$ cat src/sv/block_io_fault_rule_matcher_top_defines.svh
// Assertion macros for the fault rule matcher.
`ifndef BLOCK_IO_FAULT_RULE_MATCHER_TOP_DEFINES_SVH
`define BLOCK_IO_FAULT_RULE_MATCHER_TOP_DEFINES_SVH

// Assert an implication on every clock edge outside reset.
`define BFRM_ASSERT_IMP(label, clk, rstn, ante, cons, msg) \
    label: assert property (@(posedge clk) disable iff (!rstn) (ante) |-> (cons)) \
        else $error(msg);

// Assert a next-cycle implication outside reset.
`define BFRM_ASSERT_NEXT(label, clk, rstn, ante, cons, msg) \
    label: assert property (@(posedge clk) disable iff (!rstn) (ante) |=> (cons)) \
        else $error(msg);

`endif

$ cat src/sv/bfrm_pkg.sv
package bfrm_pkg;

    localparam int unsigned MaxRulesDef = 16;
    localparam logic [31:0] LfsrMask    = 32'h8020_0003;
    localparam logic [29:0] MaxDelayUs  = 30'd600_000_000;
    localparam logic [7:0]  OpInvalid   = 8'hFF;

    localparam logic [1:0] ReqLookup = 2'd0;
    localparam logic [1:0] ReqAdd    = 2'd1;
    localparam logic [1:0] ReqClear  = 2'd2;

    localparam logic [1:0] ActPass = 2'd0;
    localparam logic [1:0] ActFail = 2'd1;
    localparam logic [1:0] ActHold = 2'd2;

    localparam logic [1:0] AddOk      = 2'd0;
    localparam logic [1:0] AddInvalid = 2'd1;
    localparam logic [1:0] AddFull    = 2'd2;

    // Controller -> datapath commands.
    typedef struct packed {
        logic load_req;    // capture the input beat
        logic do_add;      // validate and append
        logic do_clear;    // empty the table
        logic scan_init;   // start scan at the newest entry
        logic rd_issue;    // read the current entry
        logic test;        // apply op/range test on the read entry
        logic div_start;   // start modulo of a fresh draw
        logic hit;         // take the tested entry
        logic step;        // move to the next older entry
        logic finish;      // build the lookup result
        logic out_load;    // load the output register
    } bfrm_cmd_t;

    // Datapath -> controller status.
    typedef struct packed {
        logic is_lookup;
        logic is_add;
        logic is_clear;
        logic scan_empty;  // no entry left to test
        logic match;       // op and range match
        logic need_draw;   // chance above 1
        logic div_busy;
        logic div_zero;    // remainder is zero
    } bfrm_sts_t;

endpackage

$ cat src/sv/block_io_fault_rule_matcher_top.sv
// Add, remove-all and unused request types pass from decode straight to the output register;
// a lookup tests rules newest first, and a rule needing a draw waits on the restoring
// modulo unit; one item in flight at a time.
// The next beat can be taken in the cycle after the result beat is accepted.
// Reset: aresetn synchronous active low; empties the rule table, loads seed 1,
// clears the controller and output valid.
`include "block_io_fault_rule_matcher_top_defines.svh"
module block_io_fault_rule_matcher_top
    import bfrm_pkg::*;
#(
    parameter int unsigned MAX_RULES = MaxRulesDef
) (
    input  logic        aclk,
    input  logic        aresetn,
    // Seed register write
    input  logic        cfg_we,
    input  logic [31:0] cfg_wdata,
    // Request channel
    input  logic        s_valid,
    output logic        s_ready,
    input  logic [1:0]  s_req_type,
    input  logic [7:0]  s_op_code,
    input  logic [63:0] s_start_sector,
    input  logic [63:0] s_sector_count,
    input  logic [7:0]  s_status_code,
    input  logic [31:0] s_chance,
    input  logic [29:0] s_delay_us,
    input  logic        s_no_wait,
    // Result channel
    output logic        m_valid,
    input  logic        m_ready,
    output logic [1:0]  m_action,
    output logic [7:0]  m_status_out,
    output logic [29:0] m_delay_out,
    output logic [1:0]  m_add_result
);
    bfrm_cmd_t cmd;
    bfrm_sts_t sts;

    // Controller: sequence the scan, newest rule first.
    bfrm_ctrl u_ctrl (
        .aclk    (aclk),
        .aresetn (aresetn),
        .s_valid (s_valid),
        .s_ready (s_ready),
        .m_valid (m_valid),
        .m_ready (m_ready),
        .sts     (sts),
        .cmd     (cmd)
    );

    // Datapath: rule memory, LFSR, modulo unit, result register.
    bfrm_datapath #(.MAX_RULES(MAX_RULES)) u_dp (
        .aclk           (aclk),
        .aresetn        (aresetn),
        .cmd            (cmd),
        .sts            (sts),
        .cfg_we         (cfg_we),
        .cfg_wdata      (cfg_wdata),
        .s_req_type     (s_req_type),
        .s_op_code      (s_op_code),
        .s_start_sector (s_start_sector),
        .s_sector_count (s_sector_count),
        .s_status_code  (s_status_code),
        .s_chance       (s_chance),
        .s_delay_us     (s_delay_us),
        .s_no_wait      (s_no_wait),
        .m_action       (m_action),
        .m_status_out   (m_status_out),
        .m_delay_out    (m_delay_out),
        .m_add_result   (m_add_result)
    );

    // A held result beat must be dropped only on handshake.
    `BFRM_ASSERT_NEXT(a_mvalid_hold, aclk, aresetn, m_valid && !m_ready, m_valid, "beat dropped")
    // No new beat while a result is pending.
    `BFRM_ASSERT_IMP(a_no_overlap, aclk, aresetn, m_valid, !s_ready, "accept while pending")
    // A hold action always carries a nonzero delay.
    `BFRM_ASSERT_IMP(a_hold_delay, aclk, aresetn, m_valid && m_action == ActHold, m_delay_out != 30'd0, "no delay")
endmodule

$ cat src/sv/bfrm_mod.sv
// Restoring modulo unit: one quotient bit per cycle.
module bfrm_mod
    import bfrm_pkg::*;
(
    input  logic        aclk,
    input  logic        aresetn,
    input  logic        start,
    input  logic [31:0] dividend,
    input  logic [31:0] divisor,
    output logic        busy,
    output logic        rem_zero
);
    logic [31:0] dvd_reg, dvd_next;
    logic [32:0] rem_reg, rem_next;
    logic [31:0] dsr_reg, dsr_next;
    logic [5:0]  cnt_reg, cnt_next;
    logic [32:0] shifted;
    logic [32:0] diff;

    always_comb begin
        dvd_next = dvd_reg;
        rem_next = rem_reg;
        dsr_next = dsr_reg;
        cnt_next = cnt_reg;
        shifted  = {rem_reg[31:0], dvd_reg[31]};
        diff     = shifted - {1'b0, dsr_reg};
        if (start) begin
            dvd_next = dividend;
            dsr_next = divisor;
            rem_next = '0;
            cnt_next = 6'd32;
        end else if (cnt_reg != 6'd0) begin
            dvd_next = {dvd_reg[30:0], 1'b0};
            rem_next = diff[32] ? shifted : diff;
            cnt_next = cnt_reg - 6'd1;
        end
    end

    always_ff @(posedge aclk) begin
        if (!aresetn) begin
            cnt_reg <= '0;
        end else begin
            cnt_reg <= cnt_next;
        end
        dvd_reg <= dvd_next;
        rem_reg <= rem_next;
        dsr_reg <= dsr_next;
    end

    assign busy     = (cnt_reg != 6'd0);
    assign rem_zero = (rem_reg == 33'd0);
endmodule

$ cat src/sv/bfrm_datapath.sv
module bfrm_datapath
    import bfrm_pkg::*;
#(
    parameter int unsigned MAX_RULES = MaxRulesDef
) (
    input  logic        aclk,
    input  logic        aresetn,
    input  bfrm_cmd_t   cmd,
    output bfrm_sts_t   sts,
    input  logic        cfg_we,
    input  logic [31:0] cfg_wdata,
    input  logic [1:0]  s_req_type,
    input  logic [7:0]  s_op_code,
    input  logic [63:0] s_start_sector,
    input  logic [63:0] s_sector_count,
    input  logic [7:0]  s_status_code,
    input  logic [31:0] s_chance,
    input  logic [29:0] s_delay_us,
    input  logic        s_no_wait,
    output logic [1:0]  m_action,
    output logic [7:0]  m_status_out,
    output logic [29:0] m_delay_out,
    output logic [1:0]  m_add_result
);
    localparam int unsigned IdxW = (MAX_RULES > 1) ? $clog2(MAX_RULES) : 1;
    localparam int unsigned CntW = $clog2(MAX_RULES + 1);
    localparam logic [CntW-1:0] FullCnt = CntW'(MAX_RULES);

    // Rule memory: one write port, one registered read port.
    logic [63:0] mem_first [MAX_RULES];
    logic [63:0] mem_last  [MAX_RULES];
    logic [7:0]  mem_op    [MAX_RULES];
    logic [7:0]  mem_stat  [MAX_RULES];
    logic [31:0] mem_odds  [MAX_RULES];
    logic [29:0] mem_hold  [MAX_RULES];

    logic [63:0] rd_first_reg, rd_last_reg;
    logic [7:0]  rd_op_reg, rd_stat_reg;
    logic [31:0] rd_odds_reg;
    logic [29:0] rd_hold_reg;

    logic [1:0]  req_reg;
    logic [7:0]  op_reg, stat_reg;
    logic [63:0] start_reg, count_reg, end_reg;
    logic [31:0] chance_reg;
    logic [29:0] delay_reg;
    logic        nowait_reg;

    logic [CntW-1:0] count_rules_reg;
    logic [CntW-1:0] scan_reg;
    logic [31:0]     lfsr_reg, lfsr_next;
    logic            match_reg;
    logic [7:0]      hit_stat_reg;
    logic [29:0]     hit_hold_reg;

    logic [1:0]  act_reg;
    logic [7:0]  sout_reg;
    logic [29:0] dout_reg;
    logic [1:0]  ares_reg;

    logic [64:0] end_sum;
    logic [63:0] add_last;
    logic        add_ovf;
    logic [1:0]  add_code;
    logic [IdxW-1:0] wr_idx, rd_idx;
    logic [CntW-1:0] scan_dec;

    assign end_sum  = {1'b0, s_start_sector} + {1'b0, s_sector_count};
    assign add_ovf  = (count_reg != 64'd0) && (~count_reg < start_reg);
    assign add_last = (count_reg == 64'd0) ? '1 : start_reg + count_reg - 64'd1;
    assign wr_idx   = count_rules_reg[IdxW-1:0];
    assign scan_dec = scan_reg - CntW'(1);
    assign rd_idx   = scan_dec[IdxW-1:0];

    always_comb begin
        priority if (op_reg == OpInvalid) add_code = AddInvalid;
        else if (stat_reg == 8'd0 && delay_reg == 30'd0) add_code = AddInvalid;
        else if (delay_reg > MaxDelayUs) add_code = AddInvalid;
        else if (add_ovf) add_code = AddInvalid;
        else if (count_rules_reg >= FullCnt) add_code = AddFull;
        else add_code = AddOk;
    end

    always_comb begin
        lfsr_next = {1'b0, lfsr_reg[31:1]} ^ (lfsr_reg[0] ? LfsrMask : 32'd0);
    end

    always_ff @(posedge aclk) begin
        if (cmd.do_add && add_code == AddOk) begin
            mem_first[wr_idx] <= start_reg;
            mem_last[wr_idx]  <= add_last;
            mem_op[wr_idx]    <= op_reg;
            mem_stat[wr_idx]  <= stat_reg;
            mem_odds[wr_idx]  <= chance_reg;
            mem_hold[wr_idx]  <= delay_reg;
        end
        if (cmd.rd_issue) begin
            rd_first_reg <= mem_first[rd_idx];
            rd_last_reg  <= mem_last[rd_idx];
            rd_op_reg    <= mem_op[rd_idx];
            rd_stat_reg  <= mem_stat[rd_idx];
            rd_odds_reg  <= mem_odds[rd_idx];
            rd_hold_reg  <= mem_hold[rd_idx];
        end
    end

    always_ff @(posedge aclk) begin
        if (!aresetn) begin
            count_rules_reg <= '0;
            lfsr_reg        <= 32'd1;
            scan_reg        <= '0;
            match_reg       <= 1'b0;
        end else begin
            if (cfg_we) begin
                lfsr_reg <= (cfg_wdata == 32'd0) ? 32'd1 : cfg_wdata;
            end else if (cmd.div_start) begin
                lfsr_reg <= lfsr_next;
            end
            if (cmd.do_add && add_code == AddOk) begin
                count_rules_reg <= count_rules_reg + CntW'(1);
            end else if (cmd.do_clear) begin
                count_rules_reg <= '0;
            end
            if (cmd.scan_init) begin
                scan_reg <= count_rules_reg;
            end else if (cmd.step) begin
                scan_reg <= scan_dec;
            end
            if (cmd.test) begin
                match_reg <= (rd_op_reg == op_reg) && (start_reg <= rd_last_reg)
                             && (end_reg > rd_first_reg);
            end
        end
    end

    always_ff @(posedge aclk) begin
        if (cmd.load_req) begin
            req_reg    <= s_req_type;
            op_reg     <= s_op_code;
            start_reg  <= s_start_sector;
            count_reg  <= s_sector_count;
            end_reg    <= end_sum[64] ? '1 : end_sum[63:0];
            stat_reg   <= s_status_code;
            chance_reg <= s_chance;
            delay_reg  <= s_delay_us;
            nowait_reg <= s_no_wait;
        end
        if (cmd.scan_init) begin
            hit_stat_reg <= '0;
            hit_hold_reg <= '0;
        end else if (cmd.hit) begin
            hit_stat_reg <= rd_stat_reg;
            hit_hold_reg <= rd_hold_reg;
        end
        if (cmd.out_load) begin
            act_reg  <= ActPass;
            sout_reg <= '0;
            dout_reg <= '0;
            ares_reg <= AddOk;
            if (cmd.do_add) begin
                ares_reg <= add_code;
            end else if (cmd.finish) begin
                if (hit_hold_reg != 30'd0 && !nowait_reg) begin
                    act_reg  <= ActHold;
                    sout_reg <= hit_stat_reg;
                    dout_reg <= hit_hold_reg;
                end else if (hit_stat_reg != 8'd0) begin
                    act_reg  <= ActFail;
                    sout_reg <= hit_stat_reg;
                end
            end
        end
    end

    bfrm_mod u_mod (
        .aclk     (aclk),
        .aresetn  (aresetn),
        .start    (cmd.div_start),
        .dividend (lfsr_next),
        .divisor  (rd_odds_reg),
        .busy     (sts.div_busy),
        .rem_zero (sts.div_zero)
    );

    assign sts.is_lookup  = (req_reg == ReqLookup);
    assign sts.is_add     = (req_reg == ReqAdd);
    assign sts.is_clear   = (req_reg == ReqClear);
    assign sts.scan_empty = (scan_reg == '0);
    assign sts.match      = match_reg;
    assign sts.need_draw  = (rd_odds_reg > 32'd1);

    assign m_action     = act_reg;
    assign m_status_out = sout_reg;
    assign m_delay_out  = dout_reg;
    assign m_add_result = ares_reg;
endmodule

$ cat src/sv/bfrm_ctrl.sv
module bfrm_ctrl
    import bfrm_pkg::*;
(
    input  logic      aclk,
    input  logic      aresetn,
    input  logic      s_valid,
    output logic      s_ready,
    output logic      m_valid,
    input  logic      m_ready,
    input  bfrm_sts_t sts,
    output bfrm_cmd_t cmd
);
    typedef enum logic [7:0] {
        ST_IDLE  = 8'b0000_0001,
        ST_DECODE = 8'b0000_0010,
        ST_READ  = 8'b0000_0100,
        ST_TEST  = 8'b0000_1000,
        ST_JUDGE = 8'b0001_0000,
        ST_DIV   = 8'b0010_0000,
        ST_WAITD = 8'b0100_0000,
        ST_OUT   = 8'b1000_0000
    } state_t;

    state_t state_reg, state_next;
    logic   mvalid_reg, mvalid_next;

    // A new beat is taken only when the output register is free.
    assign s_ready = (state_reg == ST_IDLE) && !mvalid_reg;
    assign m_valid = mvalid_reg;

    always_comb begin
        state_next  = state_reg;
        mvalid_next = mvalid_reg;
        cmd         = '0;
        if (mvalid_reg && m_ready) mvalid_next = 1'b0;
        unique case (state_reg)
            ST_IDLE: begin
                if (s_valid && s_ready) begin
                    cmd.load_req = 1'b1;
                    state_next   = ST_DECODE;
                end
            end
            ST_DECODE: begin
                cmd.scan_init = 1'b1;
                if (sts.is_lookup) begin
                    state_next = ST_READ;
                end else begin
                    cmd.do_add   = sts.is_add;
                    cmd.do_clear = sts.is_clear;
                    cmd.out_load = 1'b1;
                    state_next   = ST_OUT;
                end
            end
            ST_READ: begin
                if (sts.scan_empty) begin
                    cmd.finish   = 1'b1;
                    cmd.out_load = 1'b1;
                    state_next   = ST_OUT;
                end else begin
                    cmd.rd_issue = 1'b1;
                    state_next   = ST_TEST;
                end
            end
            ST_TEST: begin
                cmd.test   = 1'b1;
                state_next = ST_JUDGE;
            end
            ST_JUDGE: begin
                if (!sts.match) begin
                    cmd.step   = 1'b1;
                    state_next = ST_READ;
                end else if (sts.need_draw) begin
                    cmd.div_start = 1'b1;
                    state_next    = ST_DIV;
                end else begin
                    cmd.hit      = 1'b1;
                    state_next   = ST_WAITD;
                end
            end
            ST_DIV: begin
                if (!sts.div_busy) begin
                    if (sts.div_zero) begin
                        cmd.hit    = 1'b1;
                        state_next = ST_WAITD;
                    end else begin
                        cmd.step   = 1'b1;
                        state_next = ST_READ;
                    end
                end
            end
            ST_WAITD: begin
                cmd.finish   = 1'b1;
                cmd.out_load = 1'b1;
                state_next   = ST_OUT;
            end
            ST_OUT: begin
                mvalid_next = 1'b1;
                state_next  = ST_IDLE;
            end
            default: state_next = ST_IDLE;
        endcase
    end

    always_ff @(posedge aclk) begin
        if (!aresetn) begin
            state_reg  <= ST_IDLE;
            mvalid_reg <= 1'b0;
        end else begin
            state_reg  <= state_next;
            mvalid_reg <= mvalid_next;
        end
    end
endmodule

$ cat config.mk
export PLATFORM = sky130hd
export DESIGN_NAME = block_io_fault_rule_matcher_top
export DESIGN_NICKNAME = d
export VERILOG_FILES = /design/src/sv/bfrm_pkg.sv /design/src/sv/block_io_fault_rule_matcher_top.sv /design/src/sv/bfrm_mod.sv /design/src/sv/bfrm_datapath.sv /design/src/sv/bfrm_ctrl.sv
export VERILOG_INCLUDE_DIRS = /design/src /design/src/sv
export SDC_FILE = /design/constraint.sdc
export NUM_CORES = 2
export LEC_CHECK = 0
export BUFFER_PORTS_ARGS = -buffer_cell sky130_fd_sc_hd__buf_4
export CAP_MARGIN = 10
export CORE_ASPECT_RATIO = 0.8
export CORE_MARGIN = 10
export CORE_UTILIZATION = 62
export DETAILED_ROUTE_END_ITERATION = 12
export GPL_ROUTABILITY_DRIVEN = 0
export PLACE_DENSITY = 0.85
export SETUP_SLACK_MARGIN = 0.2
export SLEW_MARGIN = 0
export SYNTH_ARGS = -nofsm -noshare
export SYNTH_HDL_FRONTEND = slang
export SYNTH_SLANG_ARGS = --single-unit
$ cat constraint.sdc
create_clock -name aclk -period 43.7 [get_ports aclk]
set_input_delay 2.185 -clock aclk [delete_from_list [all_inputs] [get_ports aclk]]
set_output_delay 2.185 -clock aclk [all_outputs]
set_load 0.005 [all_outputs]
# ---- Word-level counts from Yosys, hierarchy flattened
# Memories as Yosys holds them, arrays and structs flattened. A register that Yosys moved wholly into a read port is not among the register bits.
# Cells that the tools add are included.
dict set report totals {
  inputBits 246
  ram_bits 3296
  mem_count 6
  reg_bits 508
  elab_cells 153
}
dict set report classes {
  muxes 55
  reduce_logical 33
  n_bitwise 5
  n_lt_le_gt_ge 6
  add_sub_neg 7
  eq_ne 14
}
# name depth word_bits rd rd_ports_with_merged_regs write_ports line
set mem_list {}
lappend mem_list {u_dp.mem_first 16 64 1 1 1 bfrm_datapath.sv:30} ;# logic [63:0] mem_first [MAX_RULES];
lappend mem_list {u_dp.mem_last 16 64 1 1 1 bfrm_datapath.sv:31} ;# logic [63:0] mem_last [MAX_RULES];
lappend mem_list {u_dp.mem_odds 16 32 1 1 1 bfrm_datapath.sv:34} ;# logic [31:0] mem_odds [MAX_RULES];
lappend mem_list {u_dp.mem_hold 16 30 1 1 1 bfrm_datapath.sv:35} ;# logic [29:0] mem_hold [MAX_RULES];
lappend mem_list {u_dp.mem_op 16 8 1 1 1 bfrm_datapath.sv:32} ;# logic [7:0] mem_op [MAX_RULES];
lappend mem_list {u_dp.mem_stat 16 8 1 1 1 bfrm_datapath.sv:33} ;# logic [7:0] mem_stat [MAX_RULES];
# cell count
set ops {}
lappend ops {{32-bit 2-to-1 mux} 6}
lappend ops {{64-bit by 64-bit adder with 65-bit output} 1}
lappend ops {{64-bit adder} 1}
lappend ops {{64-bit > comparator} 1}
lappend ops {{64-bit <= comparator} 1}
lappend ops {{64-bit logical NOT} 1}
lappend ops {{64-bit less-than comparator} 1}
lappend ops {{64-bit 2-to-1 mux} 1}
lappend ops {{64-bit NOT} 1}
lappend ops {{64-bit nonzero test} 1}
lappend ops {{64-bit by 1-bit subtractor with 64-bit output, second input constant} 1}
lappend ops {{8-bit 2-to-1 mux} 7}
lappend ops {{8-bit one-hot mux with 7 select lines} 1}
lappend ops {{33-bit logical NOT} 1}
lappend ops {{33-bit 2-to-1 mux} 1}
lappend ops {{33-bit by 32-bit subtractor with 33-bit output} 1}
lappend ops {{32-bit by 1-bit > comparator with 1-bit output, second input constant} 1}
lappend ops {{32-bit logical NOT} 1}
lappend ops {{31-bit by 32-bit bitwise XOR with 32-bit output} 1}
lappend ops {{30-bit > comparator, second input constant} 1}
lappend ops {{30-bit logical NOT} 1}
lappend ops {{30-bit nonzero test} 1}
lappend ops {{2-bit 2-to-1 mux} 10}
lappend ops {{5-bit 2-to-1 mux} 4}
lappend ops {{other kinds (35)} 73}

# ---- Logic depth before layout (Yosys ltp)
dict set report logic_depth {
  depth_word 11
  mapped_depth 21
}

# ---- By module
# A second synthesis with hierarchy kept.
dict set report unflattened {
  hier_cells 8417
  area_unflattened_um2 164042.3
}
# mod cells_per_inst seq_area_each_um2 area_each_um2 instances
set by_module_without_submodules {}
lappend by_module_without_submodules {bfrm_datapath 7763 116241.5 157549.9 1}
lappend by_module_without_submodules {bfrm_mod 584 2702.6 5903.2 1}
lappend by_module_without_submodules {bfrm_ctrl 70 180.2 589.3 1}

# ---- Least setup slack after synthesis
# OpenSTA, ideal clock, no wires.
dict set report synth_path {
  path_kind {reg2reg}
  from {reg u_dp.scan_reg[0]}
  to {reg u_ctrl.state_reg[3]}
  path_stages_with_launch 11
  period_less_slack_ns 18.000
  slack_ns 25.700
  n_path_buf 4
  arrival_ns 17.856
  t_required_ns 43.556
  path_cell_list {dfxtp_1 -> buf_2 -> clkbuf_1 -> buf_1 -> buf_1 -> inv_1 -> ha_1 -> nand2_1 -> nor2_1 -> nor3b_1 -> and2_1}
}
dict set report synth_via {
  elab_chain_len 3
}
# item line
set synth_lines {}
lappend synth_lines {{start, declared} bfrm_datapath.sv:50} ;# logic [CntW-1:0] scan_reg;
lappend synth_lines {{start signal, assigned} bfrm_datapath.sv:125} ;# scan_reg <= count_rules_reg;
lappend synth_lines {{start signal, assigned} bfrm_datapath.sv:127} ;# scan_reg <= scan_dec;
lappend synth_lines {{5-bit logical NOT} bfrm_datapath.sv:188} ;# assign sts.scan_empty = (scan_reg == '0);
lappend synth_lines {{8-bit 2-to-1 mux} bfrm_ctrl.sv:55} ;# if (sts.scan_empty) begin
lappend synth_lines {{8-bit one-hot mux with 7 select lines} bfrm_ctrl.sv:36} ;# unique case (state_reg)
lappend synth_lines {{end signal, assigned} bfrm_ctrl.sv:109} ;# state_reg <= state_next;
lappend synth_lines {{end, declared} bfrm_ctrl.sv:24} ;# state_t state_reg, state_next;
# Every way passes these cells.
# A chain may end at the register's enable or synchronous reset.

# ---- Worst setup path in the final report
dict set report layout_path {
  from {reg u_dp.start_reg[51]}
  to {mem u_dp.mem_last[14][51], enable pin}
}
dict set report layout_via {
  elab_chain_len 10
}
# item line
set layout_lines {}
lappend layout_lines {{start, declared} bfrm_datapath.sv:44} ;# logic [63:0] start_reg, count_reg, end_reg;
lappend layout_lines {{start signal, assigned} bfrm_datapath.sv:140} ;# start_reg <= s_start_sector;
lappend layout_lines {{64-bit less-than comparator} bfrm_datapath.sv:69} ;# assign add_ovf = (count_reg != 64'd0) && (~count_reg < start_reg);
lappend layout_lines {{1-bit logical AND} bfrm_datapath.sv:69}
lappend layout_lines {{2-bit 2-to-1 mux} bfrm_datapath.sv:79} ;# else if (add_ovf) add_code = AddInvalid;
lappend layout_lines {{2-bit 2-to-1 mux} bfrm_datapath.sv:78} ;# else if (delay_reg > MaxDelayUs) add_code = AddInvalid;
lappend layout_lines {{2-bit 2-to-1 mux} bfrm_datapath.sv:77} ;# else if (stat_reg == 8'd0 && delay_reg == 30'd0) add_code = AddInvalid;
lappend layout_lines {{2-bit 2-to-1 mux} bfrm_datapath.sv:76} ;# priority if (op_reg == OpInvalid) add_code = AddInvalid;
lappend layout_lines {{2-bit logical NOT} bfrm_datapath.sv:89} ;# if (cmd.do_add && add_code == AddOk) begin
lappend layout_lines {{1-bit logical AND} bfrm_datapath.sv:89}
lappend layout_lines {{1-bit 2-to-1 mux} bfrm_datapath.sv:89}
lappend layout_lines {{1-bit 2-to-1 mux (not written as such)} bfrm_datapath.sv:91} ;# mem_last[wr_idx] <= add_last;
lappend layout_lines {{end, declared} bfrm_datapath.sv:31}
# Every way passes these cells.

==> results.cfg <==
[clock_tree]
clk_pin_slew_ns = 0.06
cts_buffers = 372
worst_skew_pair.late_latency_ns = 0.94
post_cts_buffers = 0
clkSinkCount = 4010
cts_root_buf = clkbuf_16
cts_resized = 0
cts_tree = built
clockBufferDepth = 4
h-tree-depth = 5
cts_hold_buf = 0

[hold_path]
hold_class = flip-flop to flip-flop

[logic_synthesis]
mappedNetlistNets = 9231
synth_top_family_by_area = multiplexers
synthXorXnorAreaFrac = 0.007374
yosysSeqAreaShare = 0.7268
synth_warnings = 0
synth_flop_cell = edfxtp_1
synth.mux.area_fraction = 0.1424
postSynthCellCount = 8562
synth-simple-area-share = 0.03506
syn_area_per_cell_sq_um = 19.14
synth-edff-count = 3881
ys_types = 92
synthAdderAreaFrac = 0.03367
ys_ff_latch = 4010
synth_compound_area_frac = 0.03532
netlist_area_sq_um = 163900
async_reset_ff_frac = 0

[global_routing]
antenna_found_initial = 24
gr-usage-all-layers = 0.3269
overflow = 0
grt_pass1_wl_um = 676100
grt_pass1_vias = 92130
grt_max_degree = 150

[run]
drv_cap = 0

[run_status]
status = completed

[setup_path]
cp.arrival_ns = 8.47
crit_path_end_kind = flip-flop
critPathKind = flip-flop to flip-flop
cp-start-kind = flip-flop
crit_required_ns = 44.19
crit_fanout = 51

[die]
coreArea_sq_um = 262500
die_x_um = 594.8
die_y_um = 479.9
initial_core_util = 0.6243
pin_count = 290
dieArea_sq_um = 285400
rows = 168

[final_layout]
area_growth_pct = 11.27
layout-drive-gt1-share = 0.2221
nNetsFinal = 9681
final_cell_mix = edfxtp_1, mux4_2, inv_1, nand2_1, buf_4
top_regs = u_dp.mem_first (1024), u_dp.mem_last (1024), u_dp.mem_odds (512)
finalInstanceArea_sq_um = 182400
layout_commonest_cell = edfxtp_1

[timing]
hold_violations = 0
slew_viol_final = 0
timing.final.crit_share = 0.1827
max_freq_mhz = 125.3
rsz0062_at_grt = no
skew_ns = 0.06951
setup_viol = 0
period_needed_ns = 7.983
worstMarginPinSlew_ns = 1.392
setup_tns_ns = 0
slew_headroom = 0.06477
fin_ws_ns = 35.72

[detailed_routing]
drt_iter0_drc = 15900
final_antenna_net_count = 0
drc = 0
dr.pass1.iters = 7
vias = 92220
routed_wl_um = 474200
wire_per_inst_um = 37.06
vias_per_cell = 7.206

[place]
place_ws_ns = 35.98
portBuffers = 289
post_dp_cell_area_sq_um = 170500
dpl.hpwl_um = 260000

[pwr]
powerDensity_nw_per_um2 = 46.79
leakagePower_nw = 59.78
totalPowerFinal_mw = 8.533
ir_drop_uv = 32.53
==> layer usage <==
layer / part of all wire / up-vias / global-route usage
met5: 0.00049 / - / 0
met4: 0.059 / 36 / 0.1512
met3: 0.13 / 1722 / 0.08245
met2: 0.47 / 8500 / 0.5171
met1: 0.34 / 46630 / 0.4347
li1: - / 35330 / -
==> worst paths after layout <==
kind | from | slack [ns] | depth (start not counted) | end
max | u_dp.start_reg[51] | 35.72 | 14 | u_dp.mem_last[14][51]
min | u_dp.rd_odds_reg[0] | 0.44 | 0 | u_dp.u_mod.dsr_reg[0]
max reg2reg | u_dp.start_reg[51] | 35.72 | 14 | u_dp.mem_last[14][51]
min reg2reg | u_dp.rd_odds_reg[0] | 0.44 | 0 | u_dp.u_mod.dsr_reg[0]
==> worst max-delay path: stages (launching register included) <==
cell and delay (ns):
edfxtp_1 0.74, inv_1 0.21, ha_1 0.33, inv_1 0.05, or4_1 0.57, nor4_2 0.47
nand4_1 0.39, nor3_1 0.30, o21ai_1 0.39, a2111oi_4 0.85, buf_6 0.31, nand2_2 0.13
nor2_4 0.76, buf_4 0.95, buf_4 0.98
==> cell type report <==
cell class / instances / area (sq um)
Inverter: 477 / 1798
Antenna cell: 6 / 15.01
Fill cell: 14760 / 80170
Clock inverter: 209 / 1996
Tap cell: 3485 / 4360
Timing Repair Buffer: 434 / 3432
Multi-Input combinational cell: 3717 / 41810
Sequential cell: 4010 / 119100
Clock buffer: 459 / 9832
==> cells in the mapped netlist (all sizes together) (34+ instances only) <==
cell type,instances,area share
edfxtp,3881,0.71
mux4,1030,0.14
inv,476,0.011
nand2,464,0.011
ha,393,0.030
a21oi,358,0.011
clkbuf,270,0.0062
nor2,223,0.0051
o21ai,147,0.0045
a21o,134,0.0061
dfxtp,129,0.016
buf,88,0.0023
xnor2,82,0.0044
nand4,79,0.0030
nor4,66,0.0026
nand3,59,0.0018
nor3,57,0.0019
xor2,56,0.0030
and2,53,0.0020
and3,42,0.0016
a31oi,40,0.0015
nor2b,40,0.0015
a211oi,37,0.0018
nand2b,34,0.0013
o21a,34,0.0016
==> report_power, final <==
part           switching [mW]  internal (mW)  leakage [nW]
logic                   0.530          0.241          18.0
registers              0.0816           4.41          36.0
clock network            1.46           1.80          5.77
total                    2.07           6.46          59.8
==> kinds of logic (layout without fill, tap and decap cells) <==
kind of cell	count (synthesis)	after routing
DFF	4010	4010
and+or+nand+nor	1196	1196
muxes	1043	1043
AOI/OAI and AO/OA	917	917
buffers and inverters	835	1579
adders and majority gates	423	423
xor gates and xnor gates	138	138
other	0	6
==> stage by stage <==
step | util | cells | hold slack, ns
after detailed placement | 0.6493 | 12120 | 0.4057
final | 0.6946 | 12800 | 0.4402
after CTS | 0.6944 | 12790 | 0.4363
after global placement | 0.6493 | 12120 | 0.4075
after floorplan | - | 8562 | 0.4003
after global routing | 0.6946 | 12790 | 0.4418
Note: power is estimated with default switching activity, not from simulation.
